**src/rtl/v3a_pkg.sv**
```systemverilog
package v3a_pkg;

  localparam int unsigned FRAC_BITS_DEF = 16;
  localparam int unsigned ROOT_BITS = 33;
  localparam int unsigned RAD_BITS = 2 * ROOT_BITS;

  typedef enum logic [2:0] {
    OP_ADD   = 3'd0,
    OP_SUB   = 3'd1,
    OP_DOT   = 3'd2,
    OP_CROSS = 3'd3,
    OP_LEN3  = 3'd4,
    OP_NORM3 = 3'd5,
    OP_LEN4  = 3'd6,
    OP_NORM4 = 3'd7
  } op_e;

  typedef enum logic [1:0] {
    ST_OK   = 2'd0,
    ST_SAT  = 2'd1,
    ST_ZERO = 2'd2
  } status_e;

  typedef struct packed {
    op_e              op;
    logic [3:0][31:0] a;
    logic [2:0][31:0] vec;
    logic [31:0]      scalar;
    logic             sat;
    logic             zl;
  } side_t;

endpackage

```
**src/rtl/v3a_div.sv**
```systemverilog
module v3a_div #(
  parameter int unsigned FRAC_BITS = v3a_pkg::FRAC_BITS_DEF
) (
  input  logic                              clk_i,
  input  logic                              en_i,
  input  logic signed [31:0]                num_i,
  input  logic [v3a_pkg::ROOT_BITS-1:0]     den_i,
  output logic signed [31:0]                quo_o
);

  localparam int unsigned Q = FRAC_BITS + 1;
  localparam int unsigned DW = v3a_pkg::ROOT_BITS;
  localparam int unsigned RW = DW + 1;

  logic [RW-1:0] rem_q [Q+1];
  logic          nb_q  [Q+1];
  logic [Q-1:0]  quo_q [Q+1];
  logic [DW-1:0] den_q [Q+1];
  logic          neg_q [Q+1];
  logic [31:0]   mag;

  assign mag      = num_i[31] ? 32'(-num_i) : num_i;
  assign rem_q[0] = RW'(mag[31:1]);
  assign nb_q[0]  = mag[0];
  assign quo_q[0] = '0;
  assign den_q[0] = den_i;
  assign neg_q[0] = num_i[31];

  for (genvar s = 0; s < Q; s++) begin : g_stage
    logic [RW-1:0] sh;
    logic          ge;
    assign sh = {rem_q[s][RW-2:0], nb_q[s]};
    assign ge = sh >= {1'b0, den_q[s]};

    always_ff @(posedge clk_i) begin
      if (en_i) begin
        rem_q[s+1] <= ge ? sh - {1'b0, den_q[s]} : sh;
        nb_q[s+1]  <= 1'b0;
        quo_q[s+1] <= {quo_q[s][Q-2:0], ge};
        den_q[s+1] <= den_q[s];
        neg_q[s+1] <= neg_q[s];
      end
    end
  end

  assign quo_o = neg_q[Q] ? -$signed(32'(quo_q[Q])) : $signed(32'(quo_q[Q]));

endmodule

```
**config.mk**
```make
export PLATFORM = sky130hd
export DESIGN_NAME = v3a_div
export DESIGN_NICKNAME = d
export VERILOG_FILES = /design/src/rtl/v3a_pkg.sv /design/src/rtl/v3a_div.sv
export SDC_FILE = /design/constraint.sdc
export NUM_CORES = 2
export LEC_CHECK = 0
export BUFFER_PORTS_ARGS = -buffer_cell sky130_fd_sc_hd__buf_2
export CAP_MARGIN = 15
export CORE_MARGIN = 1.5
export CORE_UTILIZATION = 25
export CTS_CLUSTER_SIZE = 10
export DETAILED_ROUTE_END_ITERATION = 7
export SYNTH_ARGS = -nofsm -noshare
export SYNTH_HDL_FRONTEND = slang
export SYNTH_SLANG_ARGS = --single-unit
```
**constraint.sdc**
```tcl
create_clock -name clk_i -period 6.98 [get_ports clk_i]
set_clock_uncertainty 0.15 [all_clocks]
set_input_delay 0.349 -clock clk_i [delete_from_list [all_inputs] [get_ports clk_i]]
set_output_delay 0.349 -clock clk_i [all_outputs]
set_load 0.01 [all_outputs]
```
==> flow_summary_export.csv <==
group,metric,value,unit
logic_synthesis,postSynthCellCount,6861,
global_route,grt_overflow,0,
worst_setup_path,worstSetupStartpointType,"input port",
sta,setup_viol,0,
clocking,clock_sinks,1226,
die,fp.dieH,545.0,microns
power,p_sw_share,38.07,%
route,wl_per_cell,14.99,microns
sta,hold_viol_final,0,
place,postPlaceCellArea,78480,sq um
place,port_buffers,98,
sta,fmax,179.9,MHz
power,power_frac_clock,19.0,%
layout,stdcell_count,10960,
place,place_hpwl,126900,microns
route,drt_iter0_markers,2677,
clocking,cts_tree,"built",
layout,drive_gt1_share,7.461,%
sta,tightest_slew,1.160,ns
logic_synthesis,synthesis.nets,7505,
global_route,antenna_found_initial,6,
die,dieArea,297000,sq um
clocking,post_cts_buffers,0,
sta,period_share,79.62,%
layout,synthToLayoutAreaGrowth,13.42,%
route,drtAntennaViolNets,0,
place,place_ws,1.143,ns
die,die_x,545.0,microns
place,place_inst,10700,
die,ioPinCount,99,
logic_synthesis,yosysWarnings,0,
global_route,grt_max_degree,175,
logic_synthesis,synth_edf_count,1226,
die,row_count,198,
power,pwr-share-seq,33.6,%
clocking,clk_pin_slew,0.05,ns
worst_setup_path,worstSetupEndpointType,"flip-flop",
die,core,291600,sq um
worst_setup_path,path_max_fanout,27,
logic_synthesis,yosys_most_used_dff,"edfxtp_1",
logic_synthesis,seq_area_frac_synth,50.13,%
layout,stdcell_area,83290,sq um
power,power.leakage,33.37,nW
power,ir_drop,0.2689,mV
logic_synthesis,syn_area,73440,sq um
route,viasPerCell,4.602,
place,globalplace.congestion,0.9188,
global_route,grt_first_pass_wirelength,259700,microns
run,cap_violations,0,
power,comb_power_share,47.3,%
min_path,hold_path_class,"in -> reg",
logic_synthesis,synthArstFlopShare,0,%
clocking,h-tree-depth,4,
route,drc,0,
clocking,clockRootBuffer,"clkbuf_16",
power,intPower,0.02217,W
sta,fin_setup_tns,0,ns
worst_setup_path,critical_path_class,"in -> reg",
sta,period_needed,5.557,ns
clocking,worst_skew_pair.late_latency,0.79,ns
clocking,cts_inserted_buffers,146,
die,start_util,25.18,%
worst_setup_path,required,7.34,ns
sta,max_slew_margin,21.95,%
sta,finalMaxSlewViolations,0,
global_route,grt_use_total,10.68,%
worst_setup_path,arrival,5.92,ns
sta,rsz0062_at_grt,"no",
global_route,grt_pass1_vias,50860,
clocking,clockBufferDepth,3,
power,p_sw,0.01363,W
power,p_per_area,429.9,nW/um^2
outcome,status,"finished, final reports clean",
route,via_count,50460,
route,firstDrtPassIters,6,
sta,setup_slack,1.423,ns
logic_synthesis,ys_ff_latch,1226,
route,wl,164300,microns
logic_synthesis,ys_types,87,
logic_synthesis,avgSynthCellArea,10.70,sq um
layout,fin_nets,7659,
-- final cells by class --
class / count / area, sq um
inverters: 704 / 2643
flip-flops and latches: 1226 / 36820
repair buffers: 199 / 1496
multi-input cells: 4738 / 33290
clock buffers: 163 / 3717
diodes: 1 / 2.502
fillers: 29690 / 208300
well taps: 3900 / 4880
clock inverters: 33 / 446.7
-- synth_stat cells (all sizes together), types with 86 or more instances --
master / n / area share, %
nand3: 86 / 0.59
nor2b: 99 / 0.84
a21oi: 641 / 4.4
xor2: 196 / 2.3
clkbuf: 154 / 0.79
mux2: 159 / 2.4
edfxtp: 1226 / 50
nand2: 462 / 2.4
ha: 561 / 9.6
o21ai: 424 / 2.9
a21o: 298 / 3.0
nor2: 444 / 2.3
inv: 704 / 3.6
xnor2: 290 / 3.5
o21a: 91 / 0.93
-- per-stage QoR --
step / hold WS (ns) / power [W] / utilization, %
2_1_floorplan: 0.2503 / 0.02483 / -
3_5_place_dp: 0.2545 / 0.02888 / 26.91
3_3_place_gp: 0.2525 / 0.02861 / 26.91
5_1_grt: 0.1068 / 0.03838 / 28.57
6_report: 0.1199 / 0.03580 / 28.57
4_1_cts: 0.05770 / 0.03597 / 28.56
-- worst max-delay path: stages --
cell and delay [ns]:
dlygate4sd3_1 0.54, buf_2 0.15, nor4_2 0.30, nand3_1 0.20, or4_4 0.53, or3_4 0.41, or3_4 0.39, nand2b_4 0.18
o41ai_4 0.24, xnor2_1 0.18, ha_1 0.39, and3_1 0.27, nand2_1 0.08, nor4_1 0.26, nand4_1 0.14, a31oi_1 0.34
a21o_2 0.54, mux2_2 0.41
-- sequential cells by signal, summed over array words and instances, names as in the netlist --
| register | cells |
|---|---|
| den_q | 528 |
| g_stage.sh | 528 |
| neg_q | 17 |
| quo_q | 153 |
-- worst paths after layout --
check                   from                end  slack (ns)  cells after the start
setup / recovery    num_i[5]   g_stage[1].sh[2]        1.42                     18
hold / removal      num_i[1]   g_stage[1].sh[4]        0.12                      5
setup reg to reg  den_q[363]  g_stage[7].sh[12]        2.09                     12
hold reg to reg   quo_q[124]         quo_q[108]        0.25                      0
-- what timing repair did --
| action | in CTS | in global routing |
|---|---|---|
| resized for setup | 0 | 0 |
| hold endpoints to repair | 150 | 0 |
| hold buffers | 65 | 0 |
-- per-layer routing --
metal	global-route usage [%]	share of wire (%)	wire length, microns
met5	0	0	0
met4	5.392	5.0	8245
met3	1.666	3.6	5834
met1	11.89	42	68580
met2	19.56	50	81640
-- placed cells by master (no fill, tap or decap), types with 29 or more instances in the layout --
| master | synthesis | final |
|---|---|---|
| clkbuf_16 | 0 | 146 |
| buf_2 | 26 | 97 |
| nand4_1 | 85 | 85 |
| a31oi_1 | 69 | 69 |
| nor3_1 | 71 | 71 |
| ha_1 | 561 | 561 |
| xor2_1 | 196 | 196 |
| a211oi_1 | 52 | 52 |
| o211ai_1 | 36 | 36 |
| nand2b_1 | 74 | 74 |
| o31a_1 | 29 | 29 |
| xnor2_1 | 290 | 290 |
| or3_1 | 29 | 29 |
| nand2_1 | 462 | 462 |
| mux2_2 | 159 | 159 |
| nor2_1 | 444 | 444 |
| o21bai_1 | 56 | 56 |
| buf_4 | 4 | 30 |
| nor2b_1 | 99 | 99 |
| a21oi_1 | 639 | 636 |
| inv_1 | 704 | 704 |
| and2_1 | 40 | 40 |
| a21o_1 | 298 | 297 |
| and3_1 | 52 | 52 |
| o31ai_1 | 43 | 43 |
| o21ai_0 | 418 | 417 |
| nand3_1 | 86 | 85 |
| edfxtp_1 | 1226 | 1226 |
| dlygate4sd3_1 | 0 | 65 |
| a211o_1 | 33 | 32 |
| o21a_1 | 91 | 90 |
-- power by group through the flow --
stage / clock [W] / sequential [W] / combinational, W
after global placement: 0 / 0.0122 / 0.0165
after global routing: 0.00734 / 0.0122 / 0.0188
final: 0.00682 / 0.0120 / 0.0169
after CTS: 0.00705 / 0.0120 / 0.0169
after floorplan: 0 / 0.0117 / 0.0131
after detailed placement: 0 / 0.0122 / 0.0167
-- cell families after synthesis --
| group | after synthesis | synth area share (%) |
|---|---|---|
| mux | 174 | 2.643 |
| fa+ha+maj | 577 | 9.995 |
| simple gates | 1554 | 10.14 |
| flops | 1226 | 50.13 |
| xor+xnor | 486 | 5.796 |
| buf+inv | 897 | 4.650 |
| compound gates | 1947 | 16.64 |
Note: power is estimated with default switching activity, not from simulation.
